==> src/rtl/bow_pkg.sv <==
// ----------------------------------------------------------------------------
// bow_pkg
// Shared types, constants and helpers for the bitrate overrun watch.
// ----------------------------------------------------------------------------
package bow_pkg;

  // Window length, alarm thresholds, counter limits and reset target
  localparam logic [63:0] WINDOW_US    = 64'd2000000;
  localparam logic [31:0] TRIP_PCT     = 32'd150;
  localparam logic [31:0] CLEAR_PCT    = 32'd120;
  localparam logic [7:0]  TRIP_WINDOWS = 8'd2;
  localparam logic [7:0]  OVER_MAX     = 8'd255;
  localparam logic [15:0] RAISED_MAX   = 16'd65535;
  localparam logic [31:0] TARGET_RESET = 32'd8192;

  // Serial divider data width (64 steps) and step counter width
  localparam int DIV_W   = 64;
  localparam int DCNT_W  = 7;

  // What the front decided for one transaction
  typedef enum logic [1:0] {
    K_IGNORE  = 2'd0,
    K_PLAIN   = 2'd1,
    K_RESTART = 2'd2,
    K_CLOSE   = 2'd3
  } kind_t;

  // Queue entry from front to back
  typedef struct packed {
    kind_t       kind;
    logic [63:0] byte_sum;
    logic [63:0] elapsed;
  } entry_t;

  // Back-end sequencer states
  typedef enum logic [1:0] {
    BK_IDLE = 2'd0,
    BK_DIV1 = 2'd1,
    BK_DIV2 = 2'd2
  } bk_state_t;

  // x * 8000 mod 2^64 as shift-and-add: 8192 - 128 - 64
  function automatic logic [63:0] mul8000(input logic [63:0] x);
    mul8000 = (x << 13) - (x << 7) - (x << 6);
  endfunction

  // x * 100 mod 2^64 as shift-and-add: 64 + 32 + 4
  function automatic logic [63:0] mul100(input logic [63:0] x);
    mul100 = (x << 6) + (x << 5) + (x << 2);
  endfunction

endpackage

==> src/rtl/bow_front.sv <==
// ----------------------------------------------------------------------------
// bow_front
// Accepts frames, keeps the time window and classifies each transaction.
// ----------------------------------------------------------------------------
module bow_front
  import bow_pkg::*;
(
  input  logic        clk,
  input  logic        rst,
  input  logic [31:0] target_kbps,
  input  logic        in_valid,
  output logic        in_ready,
  input  logic [31:0] frame_len,
  input  logic [63:0] now_us,
  input  logic        q_full,
  output logic        q_push,
  output entry_t      q_entry
);

  logic [63:0] window_start;
  logic [63:0] window_byte_sum;
  logic [63:0] window_start_next;
  logic [63:0] window_byte_sum_next;
  logic [63:0] ws_eff;
  logic [63:0] sum_add;
  logic [63:0] elapsed;
  logic        accept;

  assign in_ready = !q_full;
  assign accept   = in_valid && in_ready;
  assign q_push   = accept;

  // Window start taken from this frame when not yet started
  assign ws_eff  = (window_start == 64'd0) ? now_us : window_start;
  assign sum_add = window_byte_sum + {32'd0, frame_len};
  assign elapsed = now_us - ws_eff;

  // Classification
  always_comb begin
    window_start_next    = window_start;
    window_byte_sum_next = window_byte_sum;
    q_entry.kind         = K_IGNORE;
    q_entry.byte_sum     = sum_add;
    q_entry.elapsed      = elapsed;
    if (target_kbps != 32'd0) begin
      priority if (now_us < ws_eff) begin
        q_entry.kind         = K_RESTART;
        window_start_next    = now_us;
        window_byte_sum_next = 64'd0;
      end else if (elapsed >= WINDOW_US) begin
        q_entry.kind         = K_CLOSE;
        window_start_next    = now_us;
        window_byte_sum_next = 64'd0;
      end else begin
        q_entry.kind         = K_PLAIN;
        window_start_next    = ws_eff;
        window_byte_sum_next = sum_add;
      end
    end
  end

  // Window state
  always_ff @(posedge clk) begin
    if (rst) begin
      window_start    <= 64'd0;
      window_byte_sum <= 64'd0;
    end else if (accept) begin
      window_start    <= window_start_next;
      window_byte_sum <= window_byte_sum_next;
    end
  end

endmodule

==> src/rtl/bow_fifo.sv <==
// ----------------------------------------------------------------------------
// bow_fifo
// Short register queue between the front and the back (DEPTH >= 2).
// ----------------------------------------------------------------------------
module bow_fifo
  import bow_pkg::*;
#(
  parameter int DEPTH = 2
) (
  input  logic   clk,
  input  logic   rst,
  input  logic   push,
  input  entry_t wr_data,
  output logic   full,
  input  logic   pop,
  output entry_t rd_data,
  output logic   not_empty
);

  localparam int PTR_W = $clog2(DEPTH);
  localparam int CNT_W = $clog2(DEPTH + 1);

  entry_t             mem [DEPTH];
  logic [PTR_W-1:0]   wr_ptr;
  logic [PTR_W-1:0]   rd_ptr;
  logic [CNT_W-1:0]   count;
  logic               do_push;
  logic               do_pop;

  assign full      = (count == CNT_W'(DEPTH));
  assign not_empty = (count != '0);
  assign do_push   = push && !full;
  assign do_pop    = pop && not_empty;
  assign rd_data   = mem[rd_ptr];

  // Storage
  always_ff @(posedge clk) begin
    if (do_push) begin
      mem[wr_ptr] <= wr_data;
    end
  end

  // Pointers and fill count
  always_ff @(posedge clk) begin
    if (rst) begin
      wr_ptr <= '0;
      rd_ptr <= '0;
      count  <= '0;
    end else begin
      if (do_push) begin
        wr_ptr <= (wr_ptr == PTR_W'(DEPTH - 1)) ? '0 : wr_ptr + 1'b1;
      end
      if (do_pop) begin
        rd_ptr <= (rd_ptr == PTR_W'(DEPTH - 1)) ? '0 : rd_ptr + 1'b1;
      end
      unique case ({do_push, do_pop})
        2'b10:   count <= count + 1'b1;
        2'b01:   count <= count - 1'b1;
        default: count <= count;
      endcase
    end
  end

endmodule

==> src/rtl/bow_div.sv <==
// ----------------------------------------------------------------------------
// bow_div
// 64-bit unsigned restoring divider, one quotient bit per cycle.
// ----------------------------------------------------------------------------
module bow_div
  import bow_pkg::*;
(
  input  logic             clk,
  input  logic             rst,
  input  logic             start,
  input  logic [DIV_W-1:0] dividend,
  input  logic [DIV_W-1:0] divisor,
  output logic             done,
  output logic [DIV_W-1:0] quot
);

  logic [DIV_W-1:0]  rem;
  logic [DIV_W-1:0]  dsr;
  logic [DCNT_W-1:0] cnt;
  logic              busy;
  logic [DIV_W:0]    rem_sh;
  logic [DIV_W:0]    rem_sub;
  logic              q_bit;

  // One shift-subtract step; quotient bits shift into quot
  assign rem_sh  = {rem, quot[DIV_W-1]};
  assign rem_sub = rem_sh - {1'b0, dsr};
  assign q_bit   = (rem_sh >= {1'b0, dsr});

  // Control
  always_ff @(posedge clk) begin
    if (rst) begin
      busy <= 1'b0;
      done <= 1'b0;
      cnt  <= '0;
    end else begin
      done <= 1'b0;
      if (start) begin
        busy <= 1'b1;
        cnt  <= DCNT_W'(DIV_W);
      end else if (busy) begin
        cnt <= cnt - 1'b1;
        if (cnt == DCNT_W'(1)) begin
          busy <= 1'b0;
          done <= 1'b1;
        end
      end
    end
  end

  // Datapath
  always_ff @(posedge clk) begin
    if (start) begin
      rem  <= '0;
      dsr  <= divisor;
      quot <= dividend;
    end else if (busy) begin
      rem  <= q_bit ? rem_sub[DIV_W-1:0] : rem_sh[DIV_W-1:0];
      quot <= {quot[DIV_W-2:0], q_bit};
    end
  end

endmodule

==> src/rtl/bow_back.sv <==
// ----------------------------------------------------------------------------
// bow_back
// Evaluates closed windows, keeps the alarm state and holds the result.
// ----------------------------------------------------------------------------
module bow_back
  import bow_pkg::*;
(
  input  logic        clk,
  input  logic        rst,
  input  logic [31:0] target_kbps,
  input  logic        q_valid,
  input  entry_t      q_entry,
  output logic        q_pop,
  output logic        out_valid,
  input  logic        out_ready,
  output logic        window_closed,
  output logic        window_restarted,
  output logic [31:0] ratio_pct,
  output logic        alarm_active,
  output logic        alarm_raised,
  output logic        alarm_cleared,
  output logic [15:0] alarm_count,
  output logic [7:0]  over_count
);

  bk_state_t   state;
  bk_state_t   state_next;
  logic [7:0]  over_streak;
  logic [7:0]  over_streak_next;
  logic        alarm_flag;
  logic        alarm_flag_next;
  logic [15:0] raised_total;
  logic [15:0] raised_total_next;

  logic        slot_free;
  logic        load_out;
  logic        res_closed;
  logic        res_restarted;
  logic [31:0] res_ratio;
  logic        res_raised;
  logic        res_cleared;

  logic        div_start;
  logic [63:0] div_dividend;
  logic [63:0] div_divisor;
  logic        div_done;
  logic [63:0] div_quot;

  // Shared serial divider: bytes*8000/elapsed, then kbps*100/target
  bow_div u_div (
    .clk      (clk),
    .rst      (rst),
    .start    (div_start),
    .dividend (div_dividend),
    .divisor  (div_divisor),
    .done     (div_done),
    .quot     (div_quot)
  );

  assign slot_free = !out_valid || out_ready;

  // Sequencer and alarm evaluation
  always_comb begin
    state_next        = state;
    q_pop             = 1'b0;
    div_start         = 1'b0;
    div_dividend      = '0;
    div_divisor       = '0;
    load_out          = 1'b0;
    res_closed        = 1'b0;
    res_restarted     = 1'b0;
    res_ratio         = '0;
    res_raised        = 1'b0;
    res_cleared       = 1'b0;
    over_streak_next  = over_streak;
    alarm_flag_next   = alarm_flag;
    raised_total_next = raised_total;
    unique case (state)
      BK_IDLE: begin
        if (q_valid && slot_free) begin
          q_pop = 1'b1;
          if (q_entry.kind == K_CLOSE) begin
            div_start    = 1'b1;
            div_dividend = mul8000(q_entry.byte_sum);
            div_divisor  = q_entry.elapsed;
            state_next   = BK_DIV1;
          end else begin
            load_out      = 1'b1;
            res_restarted = (q_entry.kind == K_RESTART);
          end
        end
      end
      BK_DIV1: begin
        if (div_done) begin
          div_start    = 1'b1;
          div_dividend = mul100(div_quot);
          div_divisor  = {32'd0, target_kbps};
          state_next   = BK_DIV2;
        end
      end
      BK_DIV2: begin
        if (div_done) begin
          load_out   = 1'b1;
          res_closed = 1'b1;
          res_ratio  = div_quot[31:0];
          state_next = BK_IDLE;
          // Over threshold: count, raise after enough windows; at or under the clear level, reset and clear
          priority if (res_ratio >= TRIP_PCT) begin
            if (over_streak < OVER_MAX) begin
              over_streak_next = over_streak + 8'd1;
            end
            if (over_streak_next >= TRIP_WINDOWS && !alarm_flag) begin
              alarm_flag_next = 1'b1;
              res_raised      = 1'b1;
              if (raised_total < RAISED_MAX) begin
                raised_total_next = raised_total + 16'd1;
              end
            end
          end else if (res_ratio <= CLEAR_PCT) begin
            res_cleared      = alarm_flag;
            over_streak_next = 8'd0;
            alarm_flag_next  = 1'b0;
          end
        end
      end
      default: begin
        state_next = BK_IDLE;
      end
    endcase
  end

  // State and counters
  always_ff @(posedge clk) begin
    if (rst) begin
      state        <= BK_IDLE;
      over_streak  <= 8'd0;
      alarm_flag   <= 1'b0;
      raised_total <= 16'd0;
    end else begin
      state        <= state_next;
      over_streak  <= over_streak_next;
      alarm_flag   <= alarm_flag_next;
      raised_total <= raised_total_next;
    end
  end

  // Output valid
  always_ff @(posedge clk) begin
    if (rst) begin
      out_valid <= 1'b0;
    end else if (load_out) begin
      out_valid <= 1'b1;
    end else if (out_ready) begin
      out_valid <= 1'b0;
    end
  end

  // Output payload
  always_ff @(posedge clk) begin
    if (load_out) begin
      window_closed    <= res_closed;
      window_restarted <= res_restarted;
      ratio_pct        <= res_ratio;
      alarm_active     <= alarm_flag_next;
      alarm_raised     <= res_raised;
      alarm_cleared    <= res_cleared;
      alarm_count      <= raised_total_next;
      over_count       <= over_streak_next;
    end
  end

endmodule

==> src/rtl/bitrate_overrun_watch.sv <==
// ----------------------------------------------------------------------------
// bitrate_overrun_watch
// Frames arrive with a byte count and a microsecond timestamp and are summed
// into a window that opens at the first nonzero timestamp. When the window
// spans 2 s or more, the delivered kbps and its percentage of target_kbps are
// computed; 150% or more in two windows with no window at 120% or less between
// raises the alarm, 120% or less clears it. A timestamp before the window start
// restarts the window and drops that frame's bytes; a zero target makes frames
// pass without effect. Every frame yields exactly one result. The front accepts
// one frame per cycle while the QUEUE_DEPTH entry queue has room. In the back, a
// frame that does not close a window goes straight to the result register; a
// closing frame holds the back while the shared bit-serial 64-bit divider runs
// twice (64 steps each) and the result is then loaded. The back takes the next
// frame only once the last result is loaded and the output register is free.
// ----------------------------------------------------------------------------
module bitrate_overrun_watch
  import bow_pkg::*;
#(
  parameter int QUEUE_DEPTH = 2
) (
  input  logic        clk,
  input  logic        rst,
  input  logic        cfg_wr_en,
  input  logic [31:0] cfg_wr_data,
  input  logic        in_valid,
  output logic        in_ready,
  input  logic [31:0] frame_len,
  input  logic [63:0] now_us,
  output logic        out_valid,
  input  logic        out_ready,
  output logic        window_closed,
  output logic        window_restarted,
  output logic [31:0] ratio_pct,
  output logic        alarm_active,
  output logic        alarm_raised,
  output logic        alarm_cleared,
  output logic [15:0] alarm_count,
  output logic [7:0]  over_count
);

  logic [31:0] target_kbps;
  logic        q_push;
  logic        q_full;
  logic        q_pop;
  logic        q_valid;
  entry_t      q_wr_entry;
  entry_t      q_rd_entry;

  // Target register
  always_ff @(posedge clk) begin
    if (rst) begin
      target_kbps <= TARGET_RESET;
    end else if (cfg_wr_en) begin
      target_kbps <= cfg_wr_data;
    end
  end

  // Front: window tracking and classification
  bow_front u_front (
    .clk         (clk),
    .rst         (rst),
    .target_kbps (target_kbps),
    .in_valid    (in_valid),
    .in_ready    (in_ready),
    .frame_len   (frame_len),
    .now_us      (now_us),
    .q_full      (q_full),
    .q_push      (q_push),
    .q_entry     (q_wr_entry)
  );

  // Queue between front and back
  bow_fifo #(
    .DEPTH (QUEUE_DEPTH)
  ) u_fifo (
    .clk       (clk),
    .rst       (rst),
    .push      (q_push),
    .wr_data   (q_wr_entry),
    .full      (q_full),
    .pop       (q_pop),
    .rd_data   (q_rd_entry),
    .not_empty (q_valid)
  );

  // Back: ratio, alarm and result register
  bow_back u_back (
    .clk              (clk),
    .rst              (rst),
    .target_kbps      (target_kbps),
    .q_valid          (q_valid),
    .q_entry          (q_rd_entry),
    .q_pop            (q_pop),
    .out_valid        (out_valid),
    .out_ready        (out_ready),
    .window_closed    (window_closed),
    .window_restarted (window_restarted),
    .ratio_pct        (ratio_pct),
    .alarm_active     (alarm_active),
    .alarm_raised     (alarm_raised),
    .alarm_cleared    (alarm_cleared),
    .alarm_count      (alarm_count),
    .over_count       (over_count)
  );

  // A transaction never both closes and restarts a window
  a_closed_xor_restart: assert property (@(posedge clk) disable iff (rst)
    out_valid |-> !(window_closed && window_restarted))
    else $error("window closed and restarted on one transaction");

  // Alarm pulses agree with the alarm state they report
  a_pulse_state: assert property (@(posedge clk) disable iff (rst)
    out_valid |-> (!alarm_raised || alarm_active) && (!alarm_cleared || !alarm_active))
    else $error("alarm pulse disagrees with alarm state");

  // Only an evaluated window carries a ratio, and only a high one raises
  a_ratio_only_closed: assert property (@(posedge clk) disable iff (rst)
    out_valid && !window_closed |-> ratio_pct == 32'd0 && !alarm_raised && !alarm_cleared)
    else $error("ratio or alarm pulse without a closed window");

  a_raise_threshold: assert property (@(posedge clk) disable iff (rst)
    out_valid && alarm_raised |-> ratio_pct >= TRIP_PCT && over_count >= TRIP_WINDOWS)
    else $error("alarm raised below threshold");

endmodule
==> config.mk <==
export PLATFORM = sky130hd
export DESIGN_NAME = bitrate_overrun_watch
export DESIGN_NICKNAME = d
export VERILOG_FILES = /design/src/rtl/bow_pkg.sv /design/src/rtl/bow_front.sv /design/src/rtl/bow_fifo.sv /design/src/rtl/bow_div.sv /design/src/rtl/bow_back.sv /design/src/rtl/bitrate_overrun_watch.sv
export SDC_FILE = /design/constraint.sdc
export NUM_CORES = 2
export LEC_CHECK = 0
export ABC_AREA = 0
export ABC_CLOCK_PERIOD_IN_PS = 8950
export BUFFER_PORTS_ARGS = -buffer_cell sky130_fd_sc_hd__buf_2
export CORE_MARGIN = 2
export CORE_UTILIZATION = 58
export CTS_CLUSTER_SIZE = 14
export DETAILED_ROUTE_END_ITERATION = 10
export GPL_ROUTABILITY_DRIVEN = 0
export PLACE_DENSITY = 0.76
export SETUP_SLACK_MARGIN = 0.02
export SLEW_MARGIN = 25
export SYNTH_ARGS = -nofsm -noshare
export SYNTH_HDL_FRONTEND = slang
export SYNTH_SLANG_ARGS = --single-unit
==> constraint.sdc <==
create_clock -name clk -period 8.95 [get_ports clk]
set_clock_uncertainty 0.1 [all_clocks]
set_input_delay 0.895 -clock clk [delete_from_list [all_inputs] [get_ports clk]]
set_output_delay 0.895 -clock clk [all_outputs]
set_load 0.005 [all_outputs]
## After elaboration in Yosys (flattened, before gate mapping)

Memories as Yosys holds them, arrays and structs flattened. A register that Yosys moved wholly into a read port is not among the register bits.
Cells that the tools add are included.

- Add/subtract/negate cells: 14
- Order comparisons: 8
- Equality and inequality tests: 12
- Muxes and demuxes: 67
- Bitwise gates (word level): 6
- Reductions and logical operators: 24

Operators with widths:

| kind | count |
|---|---|
| $mux 64 | 13 |
| $pmux 64 s2 | 2 |
| $sub 64x64->64 | 4 |
| $add 64x64->64 | 2 |
| $mux 16 | 5 |
| $ge 65x64->1 | 1 |
| $add 64x32->64 | 1 |
| $ge 64x21->1 const B | 1 |
| $logic_not 64->1 | 1 |
| $lt 64x64->1 | 1 |
| $mux 8 | 8 |
| $ge 32x8->1 const B | 1 |
| $le 32x7->1 const B | 1 |
| $mux 32 | 1 |
| $reduce_bool 32->1 | 1 |
| $mux 1 | 25 |
| $add 16x1->16 const B | 1 |
| $lt 16x16->1 const B | 1 |
| $mux 2 | 7 |
| $mux 7 | 2 |
| $eq 2x2->1 const B | 5 |
| $add 8x1->8 const B | 1 |
| $ge 8x2->1 const B | 1 |
| $lt 8x8->1 const B | 1 |
| other kinds (23) | 44 |

- Bits in registers: 454
- RAM bits: 260
- Output and inout port bits: 63
- Logic and storage cells: 158
- Memories: 1

Memories:

| name | words | width | rd ports | clocked after Yosys merged registers in | write ports | line | RTL |
|---|---|---|---|---|---|---|---|
| u_fifo.mem | 2 | 130 | 1 | 1 | 1 | bow_fifo.sv:23 | `entry_t mem [DEPTH];` |

## Logic depth before layout (Yosys ltp)

- Depth in word-level cells: 11
- Gate-level depth with buffers: 30
- Depth with buffers taken out: 21

## Hierarchy

A second synthesis with hierarchy kept.

- Cells, all modules: 5186
- Area total of the unflattened synthesis: 49757.7 um2

Modules (own cells, without submodules):

| module | instances | cells an instance | area an instance (um2) | sequential area each (um2) |
|---|---|---|---|---|
| bow_back | 1 | 1647 | 14287.5 | 2392.3 |
| bow_front | 1 | 1772 | 12623.4 | 2562.5 |
| bow_div | 1 | 1234 | 12087.8 | 5305.1 |
| bow_fifo | 1 | 430 | 9593.0 | 7907.6 |
| bitrate_overrun_watch | 1 | 103 | 1166.1 | 640.6 |

## Worst setup path after synthesis

No wires, ideal clock.

- Path kind: input to register
- Start point: in in_valid
- End point: mem u_fifo.mem[0][0] (netlist bit), enable pin
- Data arrival time: 6167 ps
- Data required time: 8241 ps
- Setup slack: 2074 ps
- Cell stages on the path: 2
- Path buffers: 0
- Cell sequence: nand2_1 > nor2_1

- Word-level cells in the longest chain between the ends: 4

Ends and longest elaborated chain:

| what | line | RTL |
|---|---|---|
| from (decl) | bitrate_overrun_watch.sv:25 | `input logic in_valid,` |
| $logic_and 1x1->1 | bow_front.sv:30 | `assign accept = in_valid && in_ready;` |
| $logic_and 1x1->1 | bow_fifo.sv:32 | `assign do_push = push && !full;` |
| $mux 1 | bow_fifo.sv:38 | `if (do_push) begin` |
| $mux 1 (implied by the code) | bow_fifo.sv:39 | `mem[wr_ptr] <= wr_data;` |
| to (decl) | bow_fifo.sv:23 |  |

No other way between the ends.

## Final worst setup path

- Start point: reg u_front.window_start[43]
- End point: reg u_front.window_start[29]

- Word-level cells in the longest chain between the ends: 6

Ends and longest elaborated chain:

| what | line | RTL |
|---|---|---|
| from (decl) | bow_front.sv:20 | `logic [63:0] window_start;` |
| from (signal assigned) | bow_front.sv:68 | `window_start <= window_start_next;` |
| $logic_not 64->1 | bow_front.sv:34 | `assign ws_eff = (window_start == 64'd0) ? now_us : window_start;` |
| $mux 64 (*) | bow_front.sv:34 |  |
| $sub 64x64->64 | bow_front.sv:36 | `assign elapsed = now_us - ws_eff;` |
| $ge 64x21->1 | bow_front.sv:50 | `end else if (elapsed >= WINDOW_US) begin` |
| $mux 64 | bow_front.sv:50 |  |
| $mux 64 (*) | bow_front.sv:46 | `priority if (now_us < ws_eff) begin` |

Every way passes the cells marked *; elsewhere a longest branch is shown, timed or not.
A chain may end at the register's enable or synchronous reset.

==> summary.txt <==
Final WS setup -> 0.9656 ns
CP startpoint kind -> register
CP Capture Type -> register
vias per cell -> 6.185
Synth Flop Type -> edfxtp_1
status -> completed
CP endpoint -> u_front.window_start[29]
Worst R2R Path Depth -> 22
FFs w/ async S/R, synth -> 0%
clk sink count -> 697
flops & latches, synth -> 697
Worst-path clk slew -> 0.07 ns
Final period util -> 89.21%
die area -> 0.08290 mm2
RSZ-0062 raised after global routing -> no
CTS buffer count -> 77
Power Dens Cells -> 441.3 mW/mm2
Worst-Margin Slew -> 1.085 ns
clock latency on the worst-skew pair -> 0.65 ns
initial antenna violation count -> 3
fin crit period -> 7.984 ns
Slew headroom -> 27.53%
global-route wire length before repair -> 189700 um
worst r2r src -> u_front.window_start[43]
cell taking the most area after synthesis -> edfxtp_1
Routed WL -> 120500 um
Core Area -> 0.08016 mm2
vias in the first global route -> 35.01k
H-tree depth -> 3
DR vias -> 37.67k
sequential area share after synthesis -> 39.20%
drt wl/cell -> 19.79 um
Total GRT Usage -> 28.49%
RR Endpoint -> u_front.window_start[29]
Power, Total -> 22.63 mW
fin. max-slew vios -> 0
leakage -> 20.95 nW
Die X -> 287.9 um
PostCTS Resize Cnt -> 0
YS warnings -> 0
share of layout cells above drive strength 1 -> 8.171%
area grow syn2layout -> 9.690%
Post-synth top cells -> edfxtp_1 (437), a21oi_1 (411), inv_1 (378)
Synth Net Count -> 5431
worst-path fanout max -> 42
Hold Path Class -> register to register
Post-DP Area -> 0.04859 mm2
Post-Syn Area per Cell -> 9.603 um2
worst path cell trace -> nor4_1 -> nand4_1 -> nor4_4 -> buf_4 -> a21oi_1 -> ha_1 -> nand2b_1 -> a31oi_1 -> o2111ai_1 -> a221oi_1 -> nor3_1 -> o211ai_1 -> a21oi_1 -> nor2_1 -> a211oi_1 -> nor4_1 -> nor3_1 -> or4_1 -> nand2_1 -> a311o_2 -> buf_12 -> o32ai_1
Setup Total Neg Slack -> 0 ns
DRC -> 0
fmax -> 125.2 MHz
post-synth cell types -> 93
port bufs -> 195
Hold Vio Cnt, Final -> 0
Final setup viols -> 0
Final #Nets -> 5531
Hold Buf Count CTS -> 0
Starting Density -> 58.33%
Critical Path Start -> u_front.window_start[43]
WS Path Type -> register to register
Worst EP required -> 9.33 ns
row count -> 104
I/O pin cnt -> 196
Max VDD drop -> 0.2642 mV
post-CTS setup buffers -> 0
largest net degree at the start of global routing -> 84
drt initial violations -> 3688
worst slack, placed -> 1.242 ns
R2R setup slack -> 0.97 ns
Die Span Y -> 287.9 um
Synth area leaders -> edfxtp_1 (28%), dfxtp_1 (11%), ha_1 (8.5%)
CTS tree -> yes
critical path's slowest cell -> nor4_1
count leader, synth -> edfxtp_1
Util after Layout -> 63.98%
Root Driver -> clkbuf_16
GRT overflow -> 0
max-cap check violation count -> 0
Worst EP arrival -> 8.36 ns
Largest stage delay, worst path -> 0.67 ns
HPWL after DPL -> 88710 um
post-layout instance area -> 0.05129 mm2
synthesized area -> 0.04675 mm2
EDFF count, synth -> 437
Final ANT Viol Nets -> 0
Post-Synthesis Cells -> 4869
area share of the largest cell type after synthesis -> 28.07%
Max clock buf depth -> 3
Diodes inserted -> 0
DRT Pass-1 Iters -> 6
[worst min-delay path by stage]
| stage | startpoint | endpoint | slack, ns | cells past startpoint |
|---|---|---|---|---|
| final | u_front.window_byte_sum[2] | u_front.window_byte_sum[2] | 0.36 | 2 |
| after global placement | u_front.window_byte_sum[0] | u_front.window_byte_sum[0] | 0.34 | 2 |
| after floorplan | u_front.window_byte_sum[21] | u_front.window_byte_sum[21] | 0.34 | 2 |
| after detailed placement | u_front.window_byte_sum[28] | u_front.window_byte_sum[28] | 0.35 | 2 |
| after CTS | cfg_wr_data[13] | target_kbps[13] | 0.36 | 2 |
| after global routing | cfg_wr_data[13] | target_kbps[13] | 0.36 | 2 |
[placed cells by master (no fill, tap or decap), drive strengths merged, types with 52 or more instances in the layout]
cell / instances
a211oi: 63
a21o: 186
a21oi: 413
and3: 52
buf: 227
clkbuf: 93
dfxtp: 260
edfxtp: 437
fa: 111
ha: 318
inv: 383
mux2i: 207
nand2: 310
nand2b: 58
nand3: 92
nand4: 101
nor2: 315
nor2b: 61
nor3: 124
nor4: 56
o21ai: 260
o32ai: 62
xnor2: 173
xor2: 106
[power breakdown]
group          switching (mW)  internal [mW]  total [mW]
clock network            1.36           2.01        3.37
logic                    8.41           5.70        14.1
registers               0.677           4.47        5.15
total                    10.4           12.2        22.6
[flip-flops by register name, indices dropped and copies added (netlist names), 8 cells and up, named ones only]
name and cells:
u_back.u_div.rem 64, u_back.u_div.quot 64, u_front.window_start 64, u_back.alarm_count 16, target_kbps 32, u_back.over_streak 8
u_back.ratio_pct 32, u_front.window_byte_sum 58, u_back.raised_total 16, u_back.over_count 8, u_fifo.mem 248, u_back.u_div.dsr 64
[logic make-up (layout without fill, tap and decap cells)]
family	Yosys count	in the layout	synth area share, %
compound gates	1361	1361	19.12
simple gates	1308	1308	13.90
flops	697	697	39.20
buf+inv	585	746	4.793
fa+ha+maj	429	429	13.26
xor+xnor	279	279	5.226
mux	210	210	4.504
[final cells by class]
cell class	instances	area, um2
Clock buffer	93	2081
Clock inverter	47	585.6
Fill cell	6526	28870
Inverter	379	1425
Multi-Input combinational cell	3587	26250
Sequential cell	697	18340
Tap cell	1060	1326
Timing Repair Buffer	227	1279
[metal layers]
layer | track usage (%) | part of all wire (%) | up-vias | wire (um)
met5 | 0 | 0 | - | 0
met4 | 8.070 | 2.5 | 0 | 3048
met3 | 3.597 | 7.9 | 190 | 9552
met2 | 43.83 | 44 | 1439 | 53350
met1 | 42.19 | 45 | 17950 | 54560
li1 | - | - | 18080 | -
[worst max-delay path, delay by kind of cell (launching register included)]
family	cells	cell delay, ns
compound gates	9	2.52
fa+ha+maj	1	0.31
simple gates	10	3.77
buf+inv	2	0.75
flops	1	0.32
[metrics by stage]
step	std cells	hold WS, ns
floorplan	4869	0.3356
global placement	5948	0.3437
detailed placement	5949	0.3529
CTS	6089	0.3555
global route	6090	0.3631
finish	6090	0.3613
(Power assumes the default switching activity.)
